--- src/rtl/sha256_pkg.sv ---
// Shared types, constants and functions of the SHA-256 stream hasher.
// Used by the controller, the datapath and the top level; no dependencies.
`default_nettype none

package sha256_pkg;

    // Controller states
    typedef enum logic [2:0] {
        ST_IDLE,
        ST_PAD,
        ST_COMP,
        ST_ADD,
        ST_DIGEST
    } t_state;

    // Source of the byte shifted into the block buffer
    typedef enum logic [1:0] {
        SEL_DATA,
        SEL_PAD80,
        SEL_ZERO,
        SEL_LEN
    } t_byte_sel;

    // Controller to datapath commands
    typedef struct packed {
        logic      shift_en;    // shift one byte into the block buffer
        t_byte_sel byte_sel;
        logic      len_load;    // capture the message bit length
        logic      block_inc;   // one more full block absorbed
        logic      round_start; // load working vars from hash state
        logic      round_en;    // run one compression round
        logic      hash_add;    // fold working vars into hash state
        logic      digest_load; // move hash to output, restore IV
    } t_cmd;

    // Datapath to controller status
    typedef struct packed {
        logic [5:0] byte_cnt;   // bytes pending in the block buffer
        logic       round_last; // round 63 is running
        logic       out_busy;   // digest words still waiting
    } t_stat;

    localparam logic [5:0] LEN_POS = 6'd56; // first byte of the length field

    function automatic logic [31:0] ror32(input logic [31:0] x, input int unsigned n);
        return (x >> n) | (x << (32 - n));
    endfunction

    function automatic logic [31:0] big_sigma0(input logic [31:0] x);
        return ror32(x, 2) ^ ror32(x, 13) ^ ror32(x, 22);
    endfunction

    function automatic logic [31:0] big_sigma1(input logic [31:0] x);
        return ror32(x, 6) ^ ror32(x, 11) ^ ror32(x, 25);
    endfunction

    function automatic logic [31:0] small_sigma0(input logic [31:0] x);
        return ror32(x, 7) ^ ror32(x, 18) ^ (x >> 3);
    endfunction

    function automatic logic [31:0] small_sigma1(input logic [31:0] x);
        return ror32(x, 17) ^ ror32(x, 19) ^ (x >> 10);
    endfunction

    // Initial hash values
    function automatic logic [31:0] sha_iv(input logic [2:0] idx);
        logic [31:0] v;
        case (idx)
            3'd0: v = 32'h6a09e667;
            3'd1: v = 32'hbb67ae85;
            3'd2: v = 32'h3c6ef372;
            3'd3: v = 32'ha54ff53a;
            3'd4: v = 32'h510e527f;
            3'd5: v = 32'h9b05688c;
            3'd6: v = 32'h1f83d9ab;
            default: v = 32'h5be0cd19;
        endcase
        return v;
    endfunction

    // Round constants
    function automatic logic [31:0] sha_k(input logic [5:0] idx);
        logic [31:0] k;
        case (idx)
            6'd0:  k = 32'h428a2f98;  6'd1:  k = 32'h71374491;
            6'd2:  k = 32'hb5c0fbcf;  6'd3:  k = 32'he9b5dba5;
            6'd4:  k = 32'h3956c25b;  6'd5:  k = 32'h59f111f1;
            6'd6:  k = 32'h923f82a4;  6'd7:  k = 32'hab1c5ed5;
            6'd8:  k = 32'hd807aa98;  6'd9:  k = 32'h12835b01;
            6'd10: k = 32'h243185be;  6'd11: k = 32'h550c7dc3;
            6'd12: k = 32'h72be5d74;  6'd13: k = 32'h80deb1fe;
            6'd14: k = 32'h9bdc06a7;  6'd15: k = 32'hc19bf174;
            6'd16: k = 32'he49b69c1;  6'd17: k = 32'hefbe4786;
            6'd18: k = 32'h0fc19dc6;  6'd19: k = 32'h240ca1cc;
            6'd20: k = 32'h2de92c6f;  6'd21: k = 32'h4a7484aa;
            6'd22: k = 32'h5cb0a9dc;  6'd23: k = 32'h76f988da;
            6'd24: k = 32'h983e5152;  6'd25: k = 32'ha831c66d;
            6'd26: k = 32'hb00327c8;  6'd27: k = 32'hbf597fc7;
            6'd28: k = 32'hc6e00bf3;  6'd29: k = 32'hd5a79147;
            6'd30: k = 32'h06ca6351;  6'd31: k = 32'h14292967;
            6'd32: k = 32'h27b70a85;  6'd33: k = 32'h2e1b2138;
            6'd34: k = 32'h4d2c6dfc;  6'd35: k = 32'h53380d13;
            6'd36: k = 32'h650a7354;  6'd37: k = 32'h766a0abb;
            6'd38: k = 32'h81c2c92e;  6'd39: k = 32'h92722c85;
            6'd40: k = 32'ha2bfe8a1;  6'd41: k = 32'ha81a664b;
            6'd42: k = 32'hc24b8b70;  6'd43: k = 32'hc76c51a3;
            6'd44: k = 32'hd192e819;  6'd45: k = 32'hd6990624;
            6'd46: k = 32'hf40e3585;  6'd47: k = 32'h106aa070;
            6'd48: k = 32'h19a4c116;  6'd49: k = 32'h1e376c08;
            6'd50: k = 32'h2748774c;  6'd51: k = 32'h34b0bcb5;
            6'd52: k = 32'h391c0cb3;  6'd53: k = 32'h4ed8aa4a;
            6'd54: k = 32'h5b9cca4f;  6'd55: k = 32'h682e6ff3;
            6'd56: k = 32'h748f82ee;  6'd57: k = 32'h78a5636f;
            6'd58: k = 32'h84c87814;  6'd59: k = 32'h8cc70208;
            6'd60: k = 32'h90befffa;  6'd61: k = 32'ha4506ceb;
            6'd62: k = 32'hbef9a3f7;  default: k = 32'hc67178f2;
        endcase
        return k;
    endfunction

endpackage

`default_nettype wire

--- src/rtl/sha256_ctrl.sv ---
// Controller of the SHA-256 stream hasher: sequences absorb, padding,
// compression rounds and digest hand-off. Depends on sha256_pkg.
`default_nettype none

module sha256_ctrl
    import sha256_pkg::*;
(
    input  wire logic  i_clk,
    input  wire logic  i_rst_n,
    input  wire logic  i_in_valid,
    input  wire logic  i_action,
    output logic       o_in_ready,
    input  wire t_stat i_stat,
    output t_cmd       o_cmd
);

    t_state r_state, n_state;
    logic   r_fin;     // padding of a finished message in progress
    logic   r_first;   // next pad byte is 0x80
    logic   r_len_ok;  // current block carries the length field
    logic   w_accept;
    logic   w_blk_full;

    assign w_blk_full = (i_stat.byte_cnt == 6'd63);

    // Command and handshake outputs
    always_comb begin
        o_cmd      = '0;
        o_cmd.byte_sel = SEL_DATA;
        o_in_ready = 1'b0;
        w_accept   = 1'b0;
        case (r_state)
            ST_IDLE: begin
                // a finish waits until the previous digest has drained
                o_in_ready = !(i_action && i_stat.out_busy);
                w_accept   = i_in_valid && o_in_ready;
                if (w_accept) begin
                    if (!i_action) begin
                        o_cmd.shift_en = 1'b1;
                        if (w_blk_full) begin
                            o_cmd.block_inc   = 1'b1;
                            o_cmd.round_start = 1'b1;
                        end
                    end else begin
                        o_cmd.len_load = 1'b1;
                    end
                end
            end
            ST_PAD: begin
                o_cmd.shift_en = 1'b1;
                if (r_first) begin
                    o_cmd.byte_sel = SEL_PAD80;
                end else if (r_len_ok && (i_stat.byte_cnt >= LEN_POS)) begin
                    o_cmd.byte_sel = SEL_LEN;
                end else begin
                    o_cmd.byte_sel = SEL_ZERO;
                end
                if (w_blk_full) begin
                    o_cmd.block_inc   = 1'b1;
                    o_cmd.round_start = 1'b1;
                end
            end
            ST_COMP:   o_cmd.round_en    = 1'b1;
            ST_ADD:    o_cmd.hash_add    = 1'b1;
            ST_DIGEST: o_cmd.digest_load = 1'b1;
            default: ;
        endcase
    end

    // Next state
    always_comb begin
        n_state = r_state;
        case (r_state)
            ST_IDLE: begin
                if (w_accept) begin
                    if (i_action) begin
                        n_state = ST_PAD;
                    end else if (w_blk_full) begin
                        n_state = ST_COMP;
                    end
                end
            end
            ST_PAD: begin
                if (w_blk_full) begin
                    n_state = ST_COMP;
                end
            end
            ST_COMP: begin
                if (i_stat.round_last) begin
                    n_state = ST_ADD;
                end
            end
            ST_ADD: begin
                if (!r_fin) begin
                    n_state = ST_IDLE;
                end else if (r_len_ok) begin
                    n_state = ST_DIGEST;
                end else begin
                    n_state = ST_PAD;
                end
            end
            ST_DIGEST: n_state = ST_IDLE;
            default:   n_state = ST_IDLE;
        endcase
    end

    // State and padding flags
    always_ff @(posedge i_clk) begin
        if (!i_rst_n) begin
            r_state  <= ST_IDLE;
            r_fin    <= 1'b0;
            r_first  <= 1'b0;
            r_len_ok <= 1'b0;
        end else begin
            r_state <= n_state;
            if (w_accept && i_action) begin
                r_fin    <= 1'b1;
                r_first  <= 1'b1;
                r_len_ok <= (i_stat.byte_cnt < LEN_POS);
            end
            if (r_state == ST_PAD) begin
                r_first <= 1'b0;
            end
            if ((r_state == ST_ADD) && r_fin) begin
                r_len_ok <= 1'b1;
            end
            if (r_state == ST_DIGEST) begin
                r_fin <= 1'b0;
            end
        end
    end

endmodule

`default_nettype wire

--- src/rtl/sha256_dp.sv ---
// Datapath of the SHA-256 stream hasher: block buffer and message schedule,
// round logic, hash state and digest output register. Depends on sha256_pkg.
`default_nettype none

module sha256_dp
    import sha256_pkg::*;
(
    input  wire logic        i_clk,
    input  wire logic        i_rst_n,
    input  wire t_cmd        i_cmd,
    output t_stat            o_stat,
    input  wire logic [7:0]  i_data_byte,
    output logic             o_out_valid,
    input  wire logic        i_out_ready,
    output logic [31:0]      o_out_word,
    output logic [2:0]       o_out_index,
    output logic             o_out_last
);

    logic [511:0] r_blk;       // 64-byte buffer, later the 16-word schedule
    logic [5:0]   r_cnt;
    logic [63:0]  r_len;
    logic [54:0]  r_blocks;    // full blocks absorbed, bit count / 512
    logic [31:0]  r_hash [8];
    logic [31:0]  r_v [8];     // working variables a..h
    logic [5:0]   r_rnd;
    logic [31:0]  r_out [8];
    logic         r_out_vld;
    logic [2:0]   r_out_idx;

    logic [7:0]   w_byte;
    logic [31:0]  w_w0, w_w1, w_w9, w_w14, w_wnew;
    logic [31:0]  w_t1, w_t2, w_ch, w_maj;
    logic         w_out_acc;

    // Byte source
    always_comb begin
        case (i_cmd.byte_sel)
            SEL_DATA:  w_byte = i_data_byte;
            SEL_PAD80: w_byte = 8'h80;
            SEL_ZERO:  w_byte = 8'h00;
            SEL_LEN:   w_byte = r_len[63:56];
            default:   w_byte = 8'h00;
        endcase
    end

    // Schedule taps: word 0 is the oldest
    assign w_w0   = r_blk[511:480];
    assign w_w1   = r_blk[479:448];
    assign w_w9   = r_blk[223:192];
    assign w_w14  = r_blk[63:32];
    assign w_wnew = small_sigma1(w_w14) + w_w9 + small_sigma0(w_w1) + w_w0;

    // One compression round
    assign w_ch  = (r_v[4] & r_v[5]) ^ (~r_v[4] & r_v[6]);
    assign w_maj = (r_v[0] & r_v[1]) ^ (r_v[0] & r_v[2]) ^ (r_v[1] & r_v[2]);
    assign w_t1  = r_v[7] + big_sigma1(r_v[4]) + w_ch + sha_k(r_rnd) + w_w0;
    assign w_t2  = big_sigma0(r_v[0]) + w_maj;

    // Buffer / schedule shift line and length field
    always_ff @(posedge i_clk) begin
        if (i_cmd.shift_en) begin
            r_blk <= {r_blk[503:0], w_byte};
        end else if (i_cmd.round_en) begin
            r_blk <= {r_blk[479:0], w_wnew};
        end
        if (i_cmd.len_load) begin
            r_len <= {r_blocks, r_cnt, 3'b000};
        end else if (i_cmd.shift_en && (i_cmd.byte_sel == SEL_LEN)) begin
            r_len <= {r_len[55:0], 8'h00};
        end
    end

    // Byte and block counters
    always_ff @(posedge i_clk) begin
        if (!i_rst_n) begin
            r_cnt    <= '0;
            r_blocks <= '0;
        end else begin
            if (i_cmd.shift_en) begin
                r_cnt <= r_cnt + 6'd1;
            end
            if (i_cmd.digest_load) begin
                r_blocks <= '0;
            end else if (i_cmd.block_inc) begin
                r_blocks <= r_blocks + 55'd1;
            end
        end
    end

    // Working variables and round counter
    always_ff @(posedge i_clk) begin
        if (i_cmd.round_start) begin
            for (int i = 0; i < 8; i++) begin
                r_v[i] <= r_hash[i];
            end
            r_rnd <= '0;
        end else if (i_cmd.round_en) begin
            r_v[7] <= r_v[6];
            r_v[6] <= r_v[5];
            r_v[5] <= r_v[4];
            r_v[4] <= r_v[3] + w_t1;
            r_v[3] <= r_v[2];
            r_v[2] <= r_v[1];
            r_v[1] <= r_v[0];
            r_v[0] <= w_t1 + w_t2;
            r_rnd  <= r_rnd + 6'd1;
        end
    end

    // Hash state
    always_ff @(posedge i_clk) begin
        if (!i_rst_n || i_cmd.digest_load) begin
            for (int i = 0; i < 8; i++) begin
                r_hash[i] <= sha_iv(3'(i));
            end
        end else if (i_cmd.hash_add) begin
            for (int i = 0; i < 8; i++) begin
                r_hash[i] <= r_hash[i] + r_v[i];
            end
        end
    end

    // Digest output register, word 0 first
    assign w_out_acc = r_out_vld && i_out_ready;

    always_ff @(posedge i_clk) begin
        if (i_cmd.digest_load) begin
            for (int i = 0; i < 8; i++) begin
                r_out[i] <= r_hash[i];
            end
        end else if (w_out_acc) begin
            for (int i = 0; i < 7; i++) begin
                r_out[i] <= r_out[i + 1];
            end
        end
    end

    always_ff @(posedge i_clk) begin
        if (!i_rst_n) begin
            r_out_vld <= 1'b0;
            r_out_idx <= '0;
        end else if (i_cmd.digest_load) begin
            r_out_vld <= 1'b1;
            r_out_idx <= '0;
        end else if (w_out_acc) begin
            r_out_idx <= r_out_idx + 3'd1;
            if (r_out_idx == 3'd7) begin
                r_out_vld <= 1'b0;
            end
        end
    end

    assign o_out_valid = r_out_vld;
    assign o_out_word  = r_out[0];
    assign o_out_index = r_out_idx;
    assign o_out_last  = (r_out_idx == 3'd7);

    assign o_stat.byte_cnt   = r_cnt;
    assign o_stat.round_last = (r_rnd == 6'd63);
    assign o_stat.out_busy   = r_out_vld;

endmodule

`default_nettype wire

--- src/rtl/sha256_stream_hasher_core.sv ---
// SHA-256 stream hasher: absorbs one message byte per input transaction and
// delivers the 256-bit digest as eight 32-bit words when a finish transaction
// arrives. Bytes are taken one per cycle while the controller is idle; the
// 64th byte of a block starts the compression, which runs one round per cycle
// in a single shared round unit, after which the ADD state folds the result
// into the hash state; the input stalls through both. A finish stalls the
// input while padding bytes are shifted in one per cycle (64 minus the
// pending bytes, plus 64 more when 56 or more were pending), each padded block
// is compressed, and the DIGEST state moves the digest to the output
// register. The eight words then drain at the output's pace while new message
// bytes are already accepted; a further finish waits for the drain to end.
// Depends on sha256_pkg, sha256_ctrl and sha256_dp.
`default_nettype none

module sha256_stream_hasher_core
    import sha256_pkg::*;
(
    input  wire logic        i_clk,
    input  wire logic        i_rst_n,
    input  wire logic        i_s_axis_tvalid,
    output logic             o_s_axis_tready,
    input  wire logic [7:0]  i_s_axis_tdata,   // [7:0] data_byte
    input  wire logic [0:0]  i_s_axis_tuser,   // [0] action (0 absorb, 1 finish)
    output logic             o_m_axis_tvalid,
    input  wire logic        i_m_axis_tready,
    output logic [31:0]      o_m_axis_tdata,   // [31:0] digest_word
    output logic [2:0]       o_m_axis_tuser,   // [2:0] word_index
    output logic             o_m_axis_tlast    // last_word
);

    t_cmd  w_cmd;
    t_stat w_stat;

    // Sequencer
    sha256_ctrl u_ctrl (
        .i_clk      (i_clk),
        .i_rst_n    (i_rst_n),
        .i_in_valid (i_s_axis_tvalid),
        .i_action   (i_s_axis_tuser[0]),
        .o_in_ready (o_s_axis_tready),
        .i_stat     (w_stat),
        .o_cmd      (w_cmd)
    );

    // Buffer, rounds, hash state and output register
    sha256_dp u_dp (
        .i_clk       (i_clk),
        .i_rst_n     (i_rst_n),
        .i_cmd       (w_cmd),
        .o_stat      (w_stat),
        .i_data_byte (i_s_axis_tdata),
        .o_out_valid (o_m_axis_tvalid),
        .i_out_ready (i_m_axis_tready),
        .o_out_word  (o_m_axis_tdata),
        .o_out_index (o_m_axis_tuser),
        .o_out_last  (o_m_axis_tlast)
    );

    // A finish transaction is never taken while a digest is still draining
    a_finish_no_overlap: assert property (@(posedge i_clk) disable iff (!i_rst_n)
        i_s_axis_tvalid && o_s_axis_tready && i_s_axis_tuser[0] |-> !o_m_axis_tvalid)
        else $error("finish accepted while digest still pending");

    // Input is stalled while compression rounds run
    a_stall_in_rounds: assert property (@(posedge i_clk) disable iff (!i_rst_n)
        w_cmd.round_en |-> !o_s_axis_tready)
        else $error("input ready during compression");

    // Digest words come out in order without gaps
    a_word_order: assert property (@(posedge i_clk) disable iff (!i_rst_n)
        o_m_axis_tvalid && i_m_axis_tready && !o_m_axis_tlast |=>
        o_m_axis_tvalid && (o_m_axis_tuser == 3'($past(o_m_axis_tuser) + 3'd1)))
        else $error("digest word sequence broken");

endmodule

`default_nettype wire

--- config.mk ---
export PLATFORM = sky130hd
export DESIGN_NAME = sha256_stream_hasher_core
export DESIGN_NICKNAME = d
export VERILOG_FILES = /design/src/rtl/sha256_pkg.sv /design/src/rtl/sha256_ctrl.sv /design/src/rtl/sha256_dp.sv /design/src/rtl/sha256_stream_hasher_core.sv
export SDC_FILE = /design/constraint.sdc
export NUM_CORES = 2
export LEC_CHECK = 0
export BUFFER_PORTS_ARGS = -buffer_cell sky130_fd_sc_hd__buf_2
export CORE_AREA = 2 2 382 384
export CTS_CLUSTER_DIAMETER = 30
export DETAILED_ROUTE_END_ITERATION = 7
export DIE_AREA = 0 0 384 386
export GPL_ROUTABILITY_DRIVEN = 0
export PLACE_DENSITY = 0.72
export SYNTH_ARGS = -nofsm -noshare
export SYNTH_HDL_FRONTEND = slang
export SYNTH_HIERARCHICAL = 1
export SYNTH_SLANG_ARGS = --single-unit
--- constraint.sdc ---
create_clock -name i_clk -period 12.5 [get_ports i_clk]
set_input_delay 1.875 -clock i_clk [delete_from_list [all_inputs] [get_ports i_clk]]
set_output_delay 1.875 -clock i_clk [all_outputs]
set_load 0.005 [all_outputs]
==> impl_metrics.py <==
metrics = {
    "status": {
        "status": "finished, final reports clean",
    },
    "pwr": {
        "peakVddDrop_mv": 0.170,
        "p_seq_share_pct": 30.3,
        "power_mw": 20.0,
        "p_clk_share_pct": 42.1,
        "internal-power_mw": 13.9,
        "power.switching_mw": 6.17,
        "p_per_area_nw_per_um2": 203,
        "p_leak_nw": 38.2,
        "p_comb_share_pct": 27.5,
        "p_sw_share_pct": 30.8,
    },
    "critical_path": {
        "path_buf_inv": 3,
        "crit_top_cell": "a21o_1",
        "r2r-end": "u_dp/r_v[0][30]",
        "ff2ff_path_depth": 34,
        "cp_slowest_stage_delay_ns": 0.57,
        "critPathKind": "reg2reg",
        "crit_required_ns": 13.12,
        "rrSetupSlack_ns": 4.07,
        "worst_setup_path_end_kind": "register",
        "path_max_fanout": 6,
        "cp-start-kind": "register",
        "crit_slowest_cell": "edfxtp_1",
        "critPathArrivalTime_ns": 9.06,
        "cp_top_family": "compound AO/OA/AOI/OAI gates",
        "reg2reg_from": "u_dp/r_v[0][154]",
    },
    "clock_tree": {
        "cts_made_buffers": 333,
        "cts_tree": "done",
        "cts.sinks": 1450,
        "postCtsSetupBuffers": 0,
        "clk_pin_slew_ns": 0.05,
        "clock_path_buffers": 4,
        "ctsHoldBuffers": 0,
        "cts-root-buf": "clkbuf_16",
        "postCtsResizedCells": 0,
        "insertion_delay_ns": 0.92,
        "htree_num_levels": 5,
    },
    "placement": {
        "dp_hpwl_mm": 153,
        "portBuffers": 50,
    },
    "global_route": {
        "antenna_found_initial": 1,
        "grt_max_degree": 234,
        "grt_pass1_vias": 57500,
        "gr-usage-all-layers_pct": 29.8,
        "grt_pass1_wl_mm": 339,
        "grt-ovfl-total": 0,
    },
    "run": {
        "cap_viol_max_count": 0,
    },
    "floorplanning": {
        "die_y_um": 386,
        "die_area_um2": 148000,
        "num_rows": 140,
        "dieWidth_um": 384,
        "start_util_pct": 59.6,
        "core_um2": 145000,
        "ios": 51,
    },
    "yosys": {
        "synth_area_per_cell_um2": 11.9,
        "synthArstFlopShare_pct": 0,
        "synth_warnings": 6,
        "synth_cell_types": 92,
        "syn_area_um2": 86100,
        "ys_seq_area_share_pct": 49.3,
        "synth_nets": 7842,
        "ys.flop_type": "edfxtp_1",
        "synth_seq_cells": 1450,
        "synth-edff-count": 1341,
        "synthCells": 7241,
    },
    "timing": {
        "finalSetupViolCount": 0,
        "drv_slew": 0,
        "tightest_slew_ns": 1.31,
        "finalClockSkew_ns": 0.0826,
        "max_clock_freq_mhz": 119,
        "min_period_ns": 8.43,
        "rsz0062_at_grt": "false",
        "setup_tns_ns": 0,
        "slew_headroom_pct": 12.9,
        "finalHoldViolCount": 0,
        "finalCritPeriodShare_pct": 67.5,
    },
    "route": {
        "routed_wl_mm": 224,
        "top_layer": "met5",
        "met1Wirelength_mm": 95.6,
        "wl_met2_mm": 98.0,
        "dr.pass1.iters": 8,
        "wl_met3_mm": 20.3,
        "routedWlPerCell_um": 23.6,
        "drc_errors": 0,
        "ant_nets": 0,
        "dr.first_iter.drc_count": 6352,
        "vias": 58700,
        "vias_per_cell": 6.19,
    },
    "finish": {
        "area_growth_pct": 14.6,
        "insertedDiodeCount": 0,
        "drive_above_1_share_pct": 20.9,
        "final_nets": 7917,
        "final_common_cell": "edfxtp_1",
        "most-common-layout-cells": "edfxtp_1, mux2_2, inv_1",
    },
    "worst_hold_path": {
        "worstHoldPathCells": 0,
        "hold_end": "u_dp/r_out[1][102]",
        "hold_start": "u_dp/r_hash[0][230]",
        "hold_path_class": "reg2reg",
    },
}
power groups by stage:
stage,logic (mW),clock network [mW],registers (mW)
after CTS,5.38,8.54,6.07
after global routing,6.03,8.78,6.10
after global placement,5.19,0,6.13
final,5.51,8.44,6.08
after detailed placement,5.31,0,6.15
after floorplan,3.99,0,6.05
metrics by stage:
| step | cell area (um^2) | hold WS, ns | utilization [%] | setup WS, ns | cells |
|---|---|---|---|---|---|
| final | 98700 | 0.428 | 68.3 | 4.07 | 9485 |
| after global routing | 98700 | 0.437 | 68.3 | 3.75 | 9485 |
| after CTS | 98700 | 0.426 | 68.3 | 4.14 | 9485 |
| after detailed placement | 87700 | 0.462 | 60.7 | 4.16 | 8898 |
| after global placement | 87700 | 0.450 | 60.7 | 4.25 | 8898 |
| after floorplan | 86100 | 0.430 | - | 2.45 | 7241 |
routing by layer:
metal  GRT usage, %  vias to the layer above
met3           5.91                      584
met1           42.4                    28800
met4           12.7                        2
li1               -                    26600
met2           44.7                     2806
met5              0                        -
cells in the mapped netlist, types with 11 or more instances:
cell      count  share of area [%]
a21oi_1     341                2.0
nand3_1      88               0.51
xor2_1      286                2.9
a21o_1      218                1.9
clkbuf_1    286                1.2
or3_1        43               0.31
a311oi_1     15               0.15
nor3_1       89               0.52
mux2i_1      42               0.49
nand2b_1     74               0.54
and3_1       50               0.36
a221oi_1     19               0.19
o31ai_1      23               0.20
mux2_2      923                 12
inv_1       491                2.1
buf_4        34               0.30
nand2_1     469                2.0
nor2_1      348                1.5
fa_1        195                4.5
o21ai_0     412                2.4
a21boi_0     14               0.12
or2_2        20               0.15
nand4_1      31               0.23
o21bai_1     53               0.46
dfxtp_1     109                2.5
o22ai_1      18               0.13
nor3b_1      17               0.15
buf_1        24               0.10
and4_1       11               0.11
ha_1        393                5.7
o21a_1       45               0.39
nor2b_1      53               0.39
xnor2_1     313                3.2
a211oi_1     51               0.44
a31oi_1      54               0.39
and2_1       31               0.23
edfxtp_1   1341                 47
o211ai_1     37               0.32
cells by family after synthesis:
group           Yosys count  share of synthesized area [%]
compound gates         1427                           10.5
xor+xnor                599                           6.09
fa+ha+maj               592                           10.3
buf+inv                 842                           3.83
flops                  1450                           49.3
mux                     965                           12.6
simple gates           1366                           7.46
state kept, by name (all words and copies together), names as in the netlist, named ones only:
signal and count:
u_ctrl/r_len_ok 1, u_dp/o_out_index 3, u_dp/r_hash 256, u_ctrl/r_fin 1, u_dp/r_blk 512, u_dp/r_blocks 55
u_dp/r_out 256, u_dp/r_v 256, u_ctrl/r_first 1, u_dp/o_out_valid 1, u_ctrl/r_state 3, u_dp/r_rnd 6
u_dp/r_len 61, u_dp/r_cnt 6
worst register-to-register path, delay by kind of cell (launching register included):
family | cells | cell delay (ns)
buffers and inverters | 3 | 0.17
adders and majority gates | 7 | 2.34
AOI/OAI and AO/OA | 18 | 3.85
DFF | 1 | 0.57
xor gates and xnor gates | 4 | 1.05
and+or+nand+nor | 2 | 0.16
how the worst max path moves through the flow:
stage / endpoint / from / cells after the start
after floorplan: u_dp/r_blk[0] / i_s_axis_tuser / 8
after global placement: u_dp/r_v[0][30] / u_dp/r_v[0][154] / 34
after detailed placement: u_dp/r_v[0][30] / u_dp/r_v[0][154] / 34
after CTS: u_dp/r_v[0][30] / u_dp/r_v[0][154] / 34
after global routing: u_dp/r_v[0][29] / u_dp/r_v[0][154] / 34
final: u_dp/r_v[0][30] / u_dp/r_v[0][154] / 34
final cells by class:
class / instances / area (um^2)
Timing Repair Buffer: 88 / 623
Inverter: 494 / 1850
Tap cell: 1917 / 2400
Fill cell: 10200 / 45900
Sequential cell: 1450 / 42500
Clock inverter: 208 / 2200
Clock buffer: 379 / 8710
Multi-Input combinational cell: 4949 / 40400
No activity file was read; power rests on OpenSTA's default activity.
